### src/b36ce_pkg.sv
// ----------------------------------------------------------------------------
// b36ce_pkg: shared types, constants and functions of the base-36 encoder
// Holds the chunk descriptor, the converter states, the reciprocal
// constants used for division by constants and the symbol tables.
// ----------------------------------------------------------------------------
package b36ce_pkg;

  localparam logic [2:0] BYTES_PER_CHUNK = 3'd5;
  localparam logic [3:0] CHUNK_CHARS     = 4'd8;
  localparam logic [7:0] PAD_CHAR        = 8'h3D;

  // 36^4 splits a chunk value into two halves of four digits each.
  localparam logic [20:0] B36_POW4 = 21'd1679616;

  // floor(x / 6561) for a 32-bit x, with 36^4 = 256 * 6561.
  localparam int          H_SHIFT      = 45;
  localparam logic [63:0] H_RECIP_FULL = ((64'd1 << 45) + 64'd6560) / 64'd6561;
  localparam logic [32:0] H_RECIP      = H_RECIP_FULL[32:0];

  // floor(x / 36) for a 21-bit x.
  localparam int          D36_SHIFT      = 27;
  localparam logic [63:0] D36_RECIP_FULL = ((64'd1 << 27) + 64'd35) / 64'd36;
  localparam logic [21:0] D36_RECIP      = D36_RECIP_FULL[21:0];

  typedef struct packed {
    logic [39:0] value;
    logic [2:0]  nbytes;
    logic        eom;
  } chunk_t;

  typedef enum logic [2:0] {
    C_IDLE,
    C_DIVH,
    C_SUBL,
    C_DIGIT,
    C_DONE
  } conv_state_t;

  function automatic logic [20:0] div36(input logic [20:0] x);
    logic [42:0] prod;
    prod = 43'(x) * 43'(D36_RECIP);
    return 21'(prod >> D36_SHIFT);
  endfunction

  function automatic logic [7:0] digit_char(input logic [5:0] d);
    logic [7:0] c;
    if (d < 6'd10) begin
      c = 8'h30 + 8'(d);
    end else begin
      c = 8'h37 + 8'(d);
    end
    return c;
  endfunction

  function automatic logic [3:0] digit_count(input logic [2:0] nb);
    logic [3:0] nd;
    unique case (nb)
      3'd1:    nd = 4'd2;
      3'd2:    nd = 4'd4;
      3'd3:    nd = 4'd5;
      3'd4:    nd = 4'd7;
      3'd5:    nd = 4'd8;
      default: nd = 4'd0;
    endcase
    return nd;
  endfunction

endpackage

### src/b36ce_fifo.sv
// ----------------------------------------------------------------------------
// b36ce_fifo: chunk queue between the packer and the converter
// Small register queue of closed chunks with a combinational head.
// ----------------------------------------------------------------------------
module b36ce_fifo #(
  parameter int DEPTH = 2
) (
  input  logic              clk,
  input  logic              rst_n,
  input  logic              push,
  input  b36ce_pkg::chunk_t push_data,
  output logic              full,
  input  logic              pop,
  output b36ce_pkg::chunk_t head,
  output logic              not_empty
);

  localparam int PW = (DEPTH > 1) ? $clog2(DEPTH) : 1;
  localparam int CW = $clog2(DEPTH + 1);

  b36ce_pkg::chunk_t mem_r [DEPTH];
  logic [PW-1:0] wr_ptr_r, rd_ptr_r;
  logic [CW-1:0] count_r;

  assign full      = (count_r == CW'(DEPTH));
  assign not_empty = (count_r != '0);
  assign head      = mem_r[rd_ptr_r];

  always_ff @(posedge clk) begin
    if (push) begin
      mem_r[wr_ptr_r] <= push_data;
    end
  end

  always_ff @(posedge clk) begin
    if (!rst_n) begin
      wr_ptr_r <= '0;
      rd_ptr_r <= '0;
      count_r  <= '0;
    end else begin
      if (push) begin
        wr_ptr_r <= (wr_ptr_r == PW'(DEPTH - 1)) ? '0 : wr_ptr_r + 1'b1;
      end
      if (pop) begin
        rd_ptr_r <= (rd_ptr_r == PW'(DEPTH - 1)) ? '0 : rd_ptr_r + 1'b1;
      end
      if (push && !pop) begin
        count_r <= count_r + 1'b1;
      end else if (pop && !push) begin
        count_r <= count_r - 1'b1;
      end
    end
  end

endmodule

### config.mk
export PLATFORM = sky130hd
export DESIGN_NAME = b36ce_fifo
export DESIGN_NICKNAME = d
export VERILOG_FILES = /design/src/b36ce_pkg.sv /design/src/b36ce_fifo.sv
export SDC_FILE = /design/constraint.sdc
export NUM_CORES = 1
export LEC_CHECK = 0
export BUFFER_PORTS_ARGS = -buffer_cell sky130_fd_sc_hd__buf_2
export CAP_MARGIN = 0
export CELL_PAD_IN_SITES_DETAIL_PLACEMENT = 0
export CELL_PAD_IN_SITES_GLOBAL_PLACEMENT = 1
export CORE_MARGIN = 3
export CORE_UTILIZATION = 43
export CTS_CLUSTER_SIZE = 14
export DETAILED_ROUTE_END_ITERATION = 7
export PLACE_DENSITY_LB_ADDON = 0.1
export SLEW_MARGIN = 0
export SYNTH_ARGS = -nofsm -noshare
export SYNTH_HDL_FRONTEND = slang
export SYNTH_SLANG_ARGS = --single-unit
### constraint.sdc
create_clock -name clk -period 3.6 [get_ports clk]
set_input_delay 0.9 -clock clk [delete_from_list [all_inputs] [get_ports clk]]
set_output_delay 0.9 -clock clk [all_outputs]
set_load 0.02 [all_outputs]
; Word level (Yosys, flattened, before mapping)
; Memory sizes are Yosys's and may differ from the RTL's. A register that Yosys moved wholly into a read port is not among the register bits.
; Cells that the tools add are included.
[word_totals]
ff_bits = 4
ramBits = 88
in_bits = 48
elab_cells = 23
mem_count = 1
[memory_table]
columns = name, words, width, rd, rd_ports_with_merged_regs, wr, line_no
row1 = mem_r, 2, 44, 1, 1, 1, b36ce_fifo.sv:21  ; b36ce_pkg::chunk_t mem_r [DEPTH];
[op_classes]
add_sub_neg = 4
n_eq_ne = 1
muxes = 8
reduce_logical = 6
[ops]
columns = cell, n
row1 = 2-to-1 mux 1 bit, 6
row2 = 2-to-1 mux 2 bit, 2
row3 = nonzero test 2 bit, 2
row4 = adder 1 bit (second input constant), 2
row5 = adder 2 x 1 -> 2 bit (second input constant), 1
row6 = == test 2 bit (second input constant), 1
row7 = logical AND 1 bit, 2
row8 = zero test 1 bit, 2
row9 = subtractor 2 x 1 -> 2 bit (second input constant), 1

; Longest topological paths before layout
[depth]
ltp_word = 4
depth_mapped = 5

; Worst setup path after synthesis
; No wires, ideal clock.
[synth_path]
kind = input to register
from = input port push
to = memory mem_r[0][0] (netlist name), enable pin
setup_time_ns = 0.452
arrival_time_ns = 2.891
t_required_ns = 3.148
slack_ns = 0.257
path_stages = 1
n_path_buf = 0
cell_sequence = nor2b_1
[synth_between]
elab_chain_len = 2
[synth_lines]
columns = item, line_no
row1 = "start, declared", b36ce_fifo.sv:10  ; input logic push,
row2 = 2-to-1 mux 1 bit, b36ce_fifo.sv:30  ; if (push) begin
row3 = 2-to-1 mux 1 bit (implied by the code), b36ce_fifo.sv:31  ; mem_r[wr_ptr_r] <= push_data;
row4 = "end, declared", b36ce_fifo.sv:21
; No other way between the ends.

==> metrics.yaml <==
status:
  status: "complete, no violations"
detailed_routing:
  drtIter0Drc: 55
  vias: 1701
  drc: 0
  drt-wirelength-per-cell_um: 14.5
  routed_wl_um: 5320
  ant_nets: 0
  vias_per_cell: 4.65
  dr.pass1.iters: 4
yosys:
  ys_warn_count: 0
  synth-seq-cells: 93
  yosysSeqAreaShare_pct: 80.4
  syn_inst: 159
  syn-num-nets: 208
  synth.top_cell.area_share_pct: 77.5
  syn_area_per_cell_um2: 21.4
  syn_area_mm2: 0.00341
  yosys.area.top_type: "edfxtp_1"
  ys_types: 17
  synthTopCellsByArea: "edfxtp_1, mux2_2, dfxtp_1, buf_6, and2_1"
grt:
  grt_overflow: 0
  grtUsageTotal_pct: 12.0
  grt_pass1_wl_um: 7870
  grt_antenna_before_repair: 0
  grt_max_degree: 45
  grt_pass1_vias: 1638
floorplan:
  start_util_pct: 45.5
  dieHeight_um: 95.0
  die-area_mm2: 0.00903
  dieWidth_um: 95.0
  rows: 31
  coreArea_mm2: 0.00749
  io_pins: 94
sta:
  max_slew.worst_pin.slew_ns: 0.611
  hold_viol_final: 0
  layout_setup_ws_ns: 0.742
  finalSetupTns_ns: 0
  clock_skew_ns: 0.00614
  timing.final.crit_share_pct: 79.4
  period_needed_ns: 2.86
  drv_slew: 0
  setup_viol: 0
  fmax_mhz: 350
  slew-limit-headroom_pct: 59.2
  rsz0062_at_grt: "false"
clocking:
  clockBufferDepth: 2
  htree_levels: 3
  clock-root-buffer: "clkbuf_8"
  hold_buffers: 0
  clk_pin_slew_ns: 0.08
  post_cts_resized: 0
  cts_buffers: 9
  clock-sinks: 93
  worstSkewPairLatency_ns: 0.33
  cts_setup_buffers: 0
  cts_tree: "yes"
power:
  max-vdd-ir-drop_mv: 0.245
  p_per_area_mw_per_mm2: 552
  cellLeakagePower_nw: 1.60
placement:
  globalplace.congestion: 0.676
  dp_hpwl_um: 3500
  io_buffers: 93
  pre_cts_slack_ns: 1.07
  dpl_cell_area_mm2: 0.00400
job:
  drv_cap: 0
final_layout:
  drive_gt1_share_pct: 60.3
  utilization_pct: 56.6
  nFillCells: 608
  layout_commonest_cell: "buf_2"
  fin_area_mm2: 0.00424
  final_nets: 311
  antennaDiodeCount: 0
  layout_common_cells: "buf_2, edfxtp_1, mux2_2, clkbuf_8, dfxtp_1"
  area_growth_pct: 24.3
setup_path:
  crit_required_ns: 2.70
  crit_path_start_kind: "flip-flop"
  slowest_delay_ns: 0.72
  crit_arrival_ns: 1.96
  path_class: "reg2out"
  path_max_fanout: 25
  crit_slowest_cell: "dfxtp_2"
  cp-end-kind: "output pin"
  crit_chain: "buf_4 -> mux2_2 -> buf_2"
hold_path:
  hold_path.class: "reg2reg"
## final timing paths
kind	startpoint	to	slack, ns	cells past startpoint
worst max-delay path	flip-flop	head[7]	0.74	3
worst min-delay path	count_r[1]	count_r[1]	0.50	2
worst max register to register	wr_ptr_r	mem_r[0][29]	2.16	2
worst min register to register	count_r[1]	count_r[1]	0.50	2
## kinds of logic after synthesis
logic type                 Yosys count  synth area share [%]
adders and majority gates            1                 0.367
and+or+nand+nor                      9                  1.72
DFF                                 93                  80.4
buffers and inverters                6                  1.58
muxes                               44                  14.5
xor gates and xnor gates             3                 0.771
AOI/OAI and AO/OA                    3                 0.587
## routing by layer
metal  part of all wire (%)  vias up  global-route usage, %
met5                      0        -                      0
met4                   0.79        0                   6.49
met3                    7.0        4                   3.79
met2                     48       58                   18.8
met1                     44      817                   14.7
li1                       -      822                      -
## flip-flops by register name, summed over array words and instances (netlist names), named ones only
name,flops
wr_ptr_r,1
rd_ptr_r,1
mem_r,88
count_r,2
## synth_stat cells
library cell and n:
a21boi_1 1, and2_1 4, and2b_2 1, buf_2 1, buf_6 4, dfxtp_1 5, edfxtp_1 88, ha_1 1
inv_1 1, mux2_2 44, nor2b_1 2, o21a_1 1, o21ai_0 1, or2_2 1, or3_1 1, xnor2_1 1
xor2_1 2
## cell type report
class | count | area, um2 | share of cell area [%]
Inverter | 1 | 3.75 | 0.0885
Multi-Input combinational cell | 60 | 622 | 14.7
Sequential cell | 93 | 2740 | 64.7
Tap cell | 99 | 124 | 2.92
Timing Repair Buffer | 97 | 508 | 12.0
Clock buffer | 9 | 124 | 2.92
Clock inverter | 7 | 114 | 2.69
## worst max-delay path: cells and delay by family, from the launching register on
family / cells / cell delay, ns
flops: 1 / 0.72
buf+inv: 2 / 0.50
mux: 1 / 0.37
## through the flow
stage	total power, mW	hold slack (ns)	std cells
2_1_floorplan	1.48	0.461	159
3_3_place_gp	1.58	0.488	350
3_5_place_dp	1.58	0.492	350
4_1_cts	2.37	0.505	366
5_1_grt	2.44	0.563	366
6_report	2.34	0.504	366
## power breakdown
| group | leakage (nW) | internal, mW | switching, mW | total (mW) |
|---|---|---|---|---|
| Sequential | 0.868 | 1.25 | 0.0241 | 1.27 |
| Combinational | 0.623 | 0.124 | 0.156 | 0.280 |
| Clock | 0.113 | 0.457 | 0.332 | 0.790 |
Power figures use the tool's default switching activity.
