==> src/b36ce_pkg.sv <==
// ----------------------------------------------------------------------------
// b36ce_pkg: shared types, constants and functions of the base-36 encoder
// Holds the chunk descriptor, the converter states, the reciprocal
// constants used for division by constants and the symbol tables.
// ----------------------------------------------------------------------------
package b36ce_pkg;

  localparam logic [2:0] BYTES_PER_CHUNK = 3'd5;
  localparam logic [3:0] CHUNK_CHARS     = 4'd8;
  localparam logic [7:0] PAD_CHAR        = 8'h3D;

  // 36^4 splits a chunk value into two halves of four digits each.
  localparam logic [20:0] B36_POW4 = 21'd1679616;

  // floor(x / 6561) for a 32-bit x, with 36^4 = 256 * 6561.
  localparam int          H_SHIFT      = 45;
  localparam logic [63:0] H_RECIP_FULL = ((64'd1 << 45) + 64'd6560) / 64'd6561;
  localparam logic [32:0] H_RECIP      = H_RECIP_FULL[32:0];

  // floor(x / 36) for a 21-bit x.
  localparam int          D36_SHIFT      = 27;
  localparam logic [63:0] D36_RECIP_FULL = ((64'd1 << 27) + 64'd35) / 64'd36;
  localparam logic [21:0] D36_RECIP      = D36_RECIP_FULL[21:0];

  typedef struct packed {
    logic [39:0] value;
    logic [2:0]  nbytes;
    logic        eom;
  } chunk_t;

  typedef enum logic [2:0] {
    C_IDLE,
    C_DIVH,
    C_SUBL,
    C_DIGIT,
    C_DONE
  } conv_state_t;

  function automatic logic [20:0] div36(input logic [20:0] x);
    logic [42:0] prod;
    prod = 43'(x) * 43'(D36_RECIP);
    return 21'(prod >> D36_SHIFT);
  endfunction

  function automatic logic [7:0] digit_char(input logic [5:0] d);
    logic [7:0] c;
    if (d < 6'd10) begin
      c = 8'h30 + 8'(d);
    end else begin
      c = 8'h37 + 8'(d);
    end
    return c;
  endfunction

  function automatic logic [3:0] digit_count(input logic [2:0] nb);
    logic [3:0] nd;
    unique case (nb)
      3'd1:    nd = 4'd2;
      3'd2:    nd = 4'd4;
      3'd3:    nd = 4'd5;
      3'd4:    nd = 4'd7;
      3'd5:    nd = 4'd8;
      default: nd = 4'd0;
    endcase
    return nd;
  endfunction

endpackage

==> src/b36ce_ifs.sv <==
// ----------------------------------------------------------------------------
// b36ce_ifs: byte and symbol channels of the base-36 encoder
// Valid/ready channels; a transaction completes when both are high.
// ----------------------------------------------------------------------------
interface b36ce_in_if;
  logic       valid;
  logic       ready;
  logic [7:0] data_byte;
  logic       end_of_message;

  modport source (output valid, output data_byte, output end_of_message, input ready);
  modport sink   (input valid, input data_byte, input end_of_message, output ready);
endinterface


==> src/b36ce_front.sv <==
// ----------------------------------------------------------------------------
// b36ce_front: byte packer
// Packs bytes big-endian into the open chunk and closes it after five
// bytes or at the end of a message, handing it to the chunk queue.
// ----------------------------------------------------------------------------
module b36ce_front (
  input  logic              clk,
  input  logic              rst_n,
  b36ce_in_if.sink          in_ch,
  output logic              push,
  output b36ce_pkg::chunk_t push_data,
  input  logic              fifo_full
);

  logic [39:0] value_r;
  logic [2:0]  nb_r;
  logic [39:0] value_nxt;
  logic [2:0]  nb_nxt;
  logic        accept;
  logic        close;

  assign in_ch.ready = !fifo_full;
  assign accept      = in_ch.valid && in_ch.ready;
  assign value_nxt   = {value_r[31:0], in_ch.data_byte};
  assign nb_nxt      = nb_r + 3'd1;
  assign close       = (nb_nxt == b36ce_pkg::BYTES_PER_CHUNK) || in_ch.end_of_message;
  assign push        = accept && close;

  always_comb begin
    push_data.value  = value_nxt;
    push_data.nbytes = nb_nxt;
    push_data.eom    = in_ch.end_of_message;
  end

  always_ff @(posedge clk) begin
    if (!rst_n) begin
      value_r <= '0;
      nb_r    <= '0;
    end else if (accept) begin
      if (close) begin
        value_r <= '0;
        nb_r    <= '0;
      end else begin
        value_r <= value_nxt;
        nb_r    <= nb_nxt;
      end
    end
  end

endmodule

==> src/flat_wrapper.sv <==
// flat-port wrapper written by rule: the top's interface ports become plain ports
module b36ce_front_flat 
  (clk, rst_n, push, push_data, fifo_full, in_ch_valid, in_ch_data_byte, in_ch_end_of_message, in_ch_ready);
  b36ce_in_if in_ch_i ();
  input  logic clk;
  input  logic rst_n;
  output logic push;
  output b36ce_pkg::chunk_t push_data;
  input  logic fifo_full;
  input wire logic [$bits(in_ch_i.valid)-1:0] in_ch_valid;
  input wire logic [$bits(in_ch_i.data_byte)-1:0] in_ch_data_byte;
  input wire logic [$bits(in_ch_i.end_of_message)-1:0] in_ch_end_of_message;
  output wire logic [$bits(in_ch_i.ready)-1:0] in_ch_ready;
  assign in_ch_i.valid = in_ch_valid;
  assign in_ch_i.data_byte = in_ch_data_byte;
  assign in_ch_i.end_of_message = in_ch_end_of_message;
  assign in_ch_ready = in_ch_i.ready;
  b36ce_front u_core (.clk(clk), .rst_n(rst_n), .in_ch(in_ch_i), .push(push), .push_data(push_data), .fifo_full(fifo_full));
endmodule
==> config.mk <==
export PLATFORM = sky130hd
export DESIGN_NAME = b36ce_front_flat
export DESIGN_NICKNAME = d
export VERILOG_FILES = /design/src/b36ce_pkg.sv /design/src/b36ce_ifs.sv /design/src/b36ce_front.sv /design/src/flat_wrapper.sv
export SDC_FILE = /design/constraint.sdc
export NUM_CORES = 1
export LEC_CHECK = 0
export BUFFER_PORTS_ARGS = -buffer_cell sky130_fd_sc_hd__buf_2
export CAP_MARGIN = 20
export CORE_MARGIN = 5
export CORE_UTILIZATION = 42
export DETAILED_ROUTE_END_ITERATION = 12
export PLACE_DENSITY_LB_ADDON = 0.12
export SLEW_MARGIN = 20
export SYNTH_ARGS = -nofsm -noshare
export SYNTH_HDL_FRONTEND = slang
export SYNTH_SLANG_ARGS = --single-unit
export TNS_END_PERCENT = 10
==> constraint.sdc <==
create_clock -name clk -period 4.5 [get_ports clk]
set_clock_uncertainty 0.2 [all_clocks]
set_input_delay 0.9 -clock clk [delete_from_list [all_inputs] [get_ports clk]]
set_output_delay 0.9 -clock clk [all_outputs]
set_load 0.05 [all_outputs]
==> Yosys cells after proc, flatten, opt, wreduce, memory -nomap -nowiden <==
Cells that the tools add are included.
{ "classes": {"n_addsub": 1, "n_eq_ne": 1, "mux": 2, "n_reduce_logical": 4} }
{ "op_table": {"columns": ["op", "n"], "rows": [
  ["$mux 32", 1],
  ["$add 3x1->3 const B", 1],
  ["$eq 3x3->1 const B", 1],
  ["$mux 3", 1],
  ["$logic_and 1x1->1", 2],
  ["$logic_not 1->1", 1],
  ["$logic_or 1x1->1", 1]
]} }
{ "word_totals": {"ff_bits": 35, "input_bits": 13, "out_inout_bits": 46, "word_cells": 10} }

==> Depth between registers and ports, before layout <==
{ "depth": {"word_depth": 4, "ltp_mapped": 7} }

==> Least setup slack after synthesis <==
Ideal clock, no wire load.
{ "synth_timing": {"path_type": "register to output", "start": "register u_core.nb_r[0]", "end": "output port push", "arrival_ps": 2202, "required_ps": 3400, "path_slack_ps": 1198, "path_stages_with_launch": 5, "path_cell_list": "dfxtp_1 ha_1 xor2_1 a21oi_1 nor2_1"} }
{ "synth_lines": {"columns": ["item", "line", "source"], "rows": [
  ["start: declaration", "b36ce_front.sv:16", "logic [2:0] nb_r;"],
  ["start signal: assignment", "b36ce_front.sv:45", "nb_r <= nb_nxt;"],
  ["end: declaration", "flat_wrapper.sv:7", "output logic push;"]
]} }

==> Worst setup path in the final report <==
{ "layout_timing": {"start": "register u_core.nb_r[0]", "end": "output port push"} }
{ "layout_via": {"elab_chain_len": 4} }
{ "layout_rtl": {"columns": ["item", "line", "source"], "rows": [
  ["$add 3x1->3", "b36ce_front.sv:25", "assign nb_nxt = nb_r + 3'd1;"],
  ["$eq 3x3->1", "b36ce_front.sv:26", "assign close = (nb_nxt == b36ce_pkg::BYTES_PER_CHUNK) || in_ch.end_of_message;"],
  ["$logic_or 1x1->1", "b36ce_front.sv:26", null],
  ["$logic_and 1x1->1", "b36ce_front.sv:27", "assign push = accept && close;"]
]} }
No other way between the ends.

==> results.md <==
* Outcome: finished clean
* Synth Flop Type: dfxtp_1
* Number of port buffers at 58
* Clock share of power at 0.321
* Yosys warnings at 0
* Syn_nets at 191
* H-Tree Depth at 2
* Worst r2r src: u_core.nb_r[0]$_SDFFE_PN0P_
* Synth Instances at 176
* CTS clock-pin slew for the worst setup and hold paths at 0.10 ns
* Switching Share at 0.289
* Largest stage delay, worst path at 0.37 ns
* Vias in the first global route at 1165
* Antenna Cells at 0
* Drt first pass iters at 4
* Initial antenna violation count at 0
* Flop pwr share at 0.532
* Synth top cells by count: 68 x nand2_1, 35 x dfxtp_1, 30 x a21oi_2
* # rows at 21
* Pwr Density at 335 mW/mm²
* HP Class: reg2reg
* Critical path launch point type: flip-flop
* CP max FO at 3
* CTS tree: yes
* Post-Place Setup Slack at 1.71 ns
* DRC at 0
* Combinational power share at 0.148
* R2R Setup Slk at 2.46 ns
* Slowest CP cell: dfxtp_1
* Max Fclk at 0.373 GHz
* Library cell with the largest summed area after synthesis: dfxtp_1
* DR iter-0 viols at 117
* Met2 Usage GRT at 0.193
* Post-synth EDFFs at 0
* Int Pwr at 0.426 mW
* Vias per cell at 4.57
* DR WL/cell at 11.7 µm
* Post-synth cell types at 19
* Finish-stage setup viols at 0
* Worst path required time at 3.40 ns
* PnR worst setup slack at 1.82 ns
* CP cell instances: ha_1 -> xor2_1 -> a21oi_1 -> nor2_1 -> buf_2
* Total power draw at 0.599 mW
* Top-count cell post-synth: nand2_1
* Period utilisation layout at 0.596
* Slew @ Worst Pin at 0.943 ns
* Final Max Tran Viols at 0
* Layout net count at 237
* Via count at 1228
* Arr. time, crit path at 1.58 ns
* Synth area leaders: dfxtp_1 47%, a21oi_2 17%, nand2_1 17%
* GR peak layer: met2
* M1 GR Usage at 0.163
* Initial Utilization at 0.441
* Pleak at 0.755 nW
* # IOs at 59
* Hold Path Cell Cnt at 2
* Layout cells sized above 1 at 0.444
* Clock root buffer: clkbuf_4
* Area Growth Syn to Fin at 18.9%
* Mapped Avg Cell Area at 8.55 µm²
* Total track usage at 0.129
* Remaining antenna violation count at 0
* Die W at 69.9 µm
* CTS Buffer Depth at 2
* CP Capture Type: primary output
* RSZ-0062 raised after global routing: no
* Hold Path Origin: u_core.value_r[31]$_SDFFE_PN0P_
* Placer Congestion at 0.652
* WS Path Type: reg2out
* Synthesized cell area at 0.00151 mm²
* Area fraction of the dominant cell type after synthesis at 0.466
* Slew headroom at 0.371
* Dpl hpwl at 2.14 mm
* Hold EP: u_core.value_r[31]$_SDFFE_PN0P_
* Met3 Use GR at 0.0430
* Setup Buffers After CTS at 0
* Gr ovfl total at 0
* Core ar. at 0.00342 mm²
* Final Hold Vio Count at 0
* Number of synthesized register bits at 35
* CTS Hold Buffers Added at 0
* TritonCTS sink count at 35
* Minimum clock period at 2.68 ns
* Maxcap violations at 0
* Die Span Y at 69.9 µm
* First-pass GRT wire length at 5.18 mm
* R2R cell count at 5
* Total CTS buffers at 5
* Largest net degree at the start of global routing at 38
* Sw Pwr at 0.173 mW
* Setup TNS at 0 ns
* RR Endpoint: u_core.value_r[2]$_SDFFE_PN0P_
* Synth async-reset ratio at 0
* Skew-Pair Late Insertion Delay at 0.33 ns
* CTS resizes at 0
* VDD IR-drop max at 0.000168 V
* Post-synthesis sequential area ratio at 0.466
* DIE AREA at 0.00488 mm²
* Final wirelength at 3.14 mm
-- cells by family after synthesis --
group	after synthesis	share of synthesized area
AND/OR/NAND/NOR	75	0.195
XOR/XNOR	1	0.00582
adder cells (fa/ha/maj)	2	0.0166
buffers and inverters	25	0.111
AO/OA/AOI/OAI	38	0.207
flip-flops	35	0.466
-- registers in the layout (all words and copies together) (netlist names) --
register        flops
u_core.nb_r         3
u_core.value_r     32
-- power groups by stage --
stage / Clock (mW) / Sequential [mW] / Combinational, mW
2_1_floorplan: 0 / 0.339 / 0.0642
3_3_place_gp: 0 / 0.325 / 0.0882
3_5_place_dp: 0 / 0.325 / 0.0890
4_1_cts: 0.196 / 0.318 / 0.0892
5_1_grt: 0.214 / 0.319 / 0.0942
6_report: 0.192 / 0.318 / 0.0884
-- cell type report --
class	instances	area [µm²]
fillers	355	1630
clock buffers	8	68.8
flip-flops and latches	35	701
multi-input cells	116	642
well taps	46	57.6
inverters	4	15.0
repair buffers	60	305
-- placed cells by master, fill, tap and decap left out --
cell / netlist / routed
nand2_1: 68 / 68
buf_2: 1 / 58
dfxtp_1: 35 / 35
a21oi_2: 30 / 30
a21oi_1: 5 / 5
clkbuf_4: 0 / 5
inv_1: 4 / 4
nor2_1: 3 / 3
ha_1: 2 / 2
clkbuf_8: 0 / 2
buf_4: 9 / 2
xor2_1: 1 / 1
nand2b_1: 1 / 1
nor2b_2: 0 / 1
and3b_1: 1 / 1
a221o_2: 0 / 1
o21ai_0: 1 / 1
nand3_1: 1 / 1
a221oi_1: 1 / 1
clkbuf_1: 6 / 1
-- through the flow --
stage               cells  hold WS, ns  utilization  cell area (µm²)
floorplan             176        0.258            -             1510
global placement      261        0.254        0.504             1720
detailed placement    261        0.259        0.504             1720
CTS                   269        0.275        0.524             1790
global route          269        0.294        0.524             1790
finish                269        0.272        0.524             1790
-- critical path, delay by kind of cell (launching register included) --
family	cells	cell delay (ns)
simple gates	1	0.09
compound gates	1	0.10
flops	1	0.37
fa+ha+maj	1	0.20
xor+xnor	1	0.23
buf+inv	1	0.27
-- layer usage --
metal  routed length [µm]  vias to the layer above
li1                     -                      644
met1                 1500                      531
met3                  241                        5
met4                   50                        0
met5                    0                        -
met2                 1350                       48
-- worst max path at each step --
stage,startpoint,end,depth (start not counted)
finish,u_core.nb_r[0]$_SDFFE_PN0P_,push,5
global route,u_core.nb_r[0]$_SDFFE_PN0P_,push,5
CTS,u_core.nb_r[0]$_SDFFE_PN0P_,push,5
detailed placement,fifo_full,u_core.value_r[21]$_SDFFE_PN0P_,5
global placement,fifo_full,u_core.value_r[19]$_SDFFE_PN0P_,5
floorplan,u_core.nb_r[0]$_SDFFE_PN0P_,push,4
Note: power is estimated with default switching activity, not from simulation.
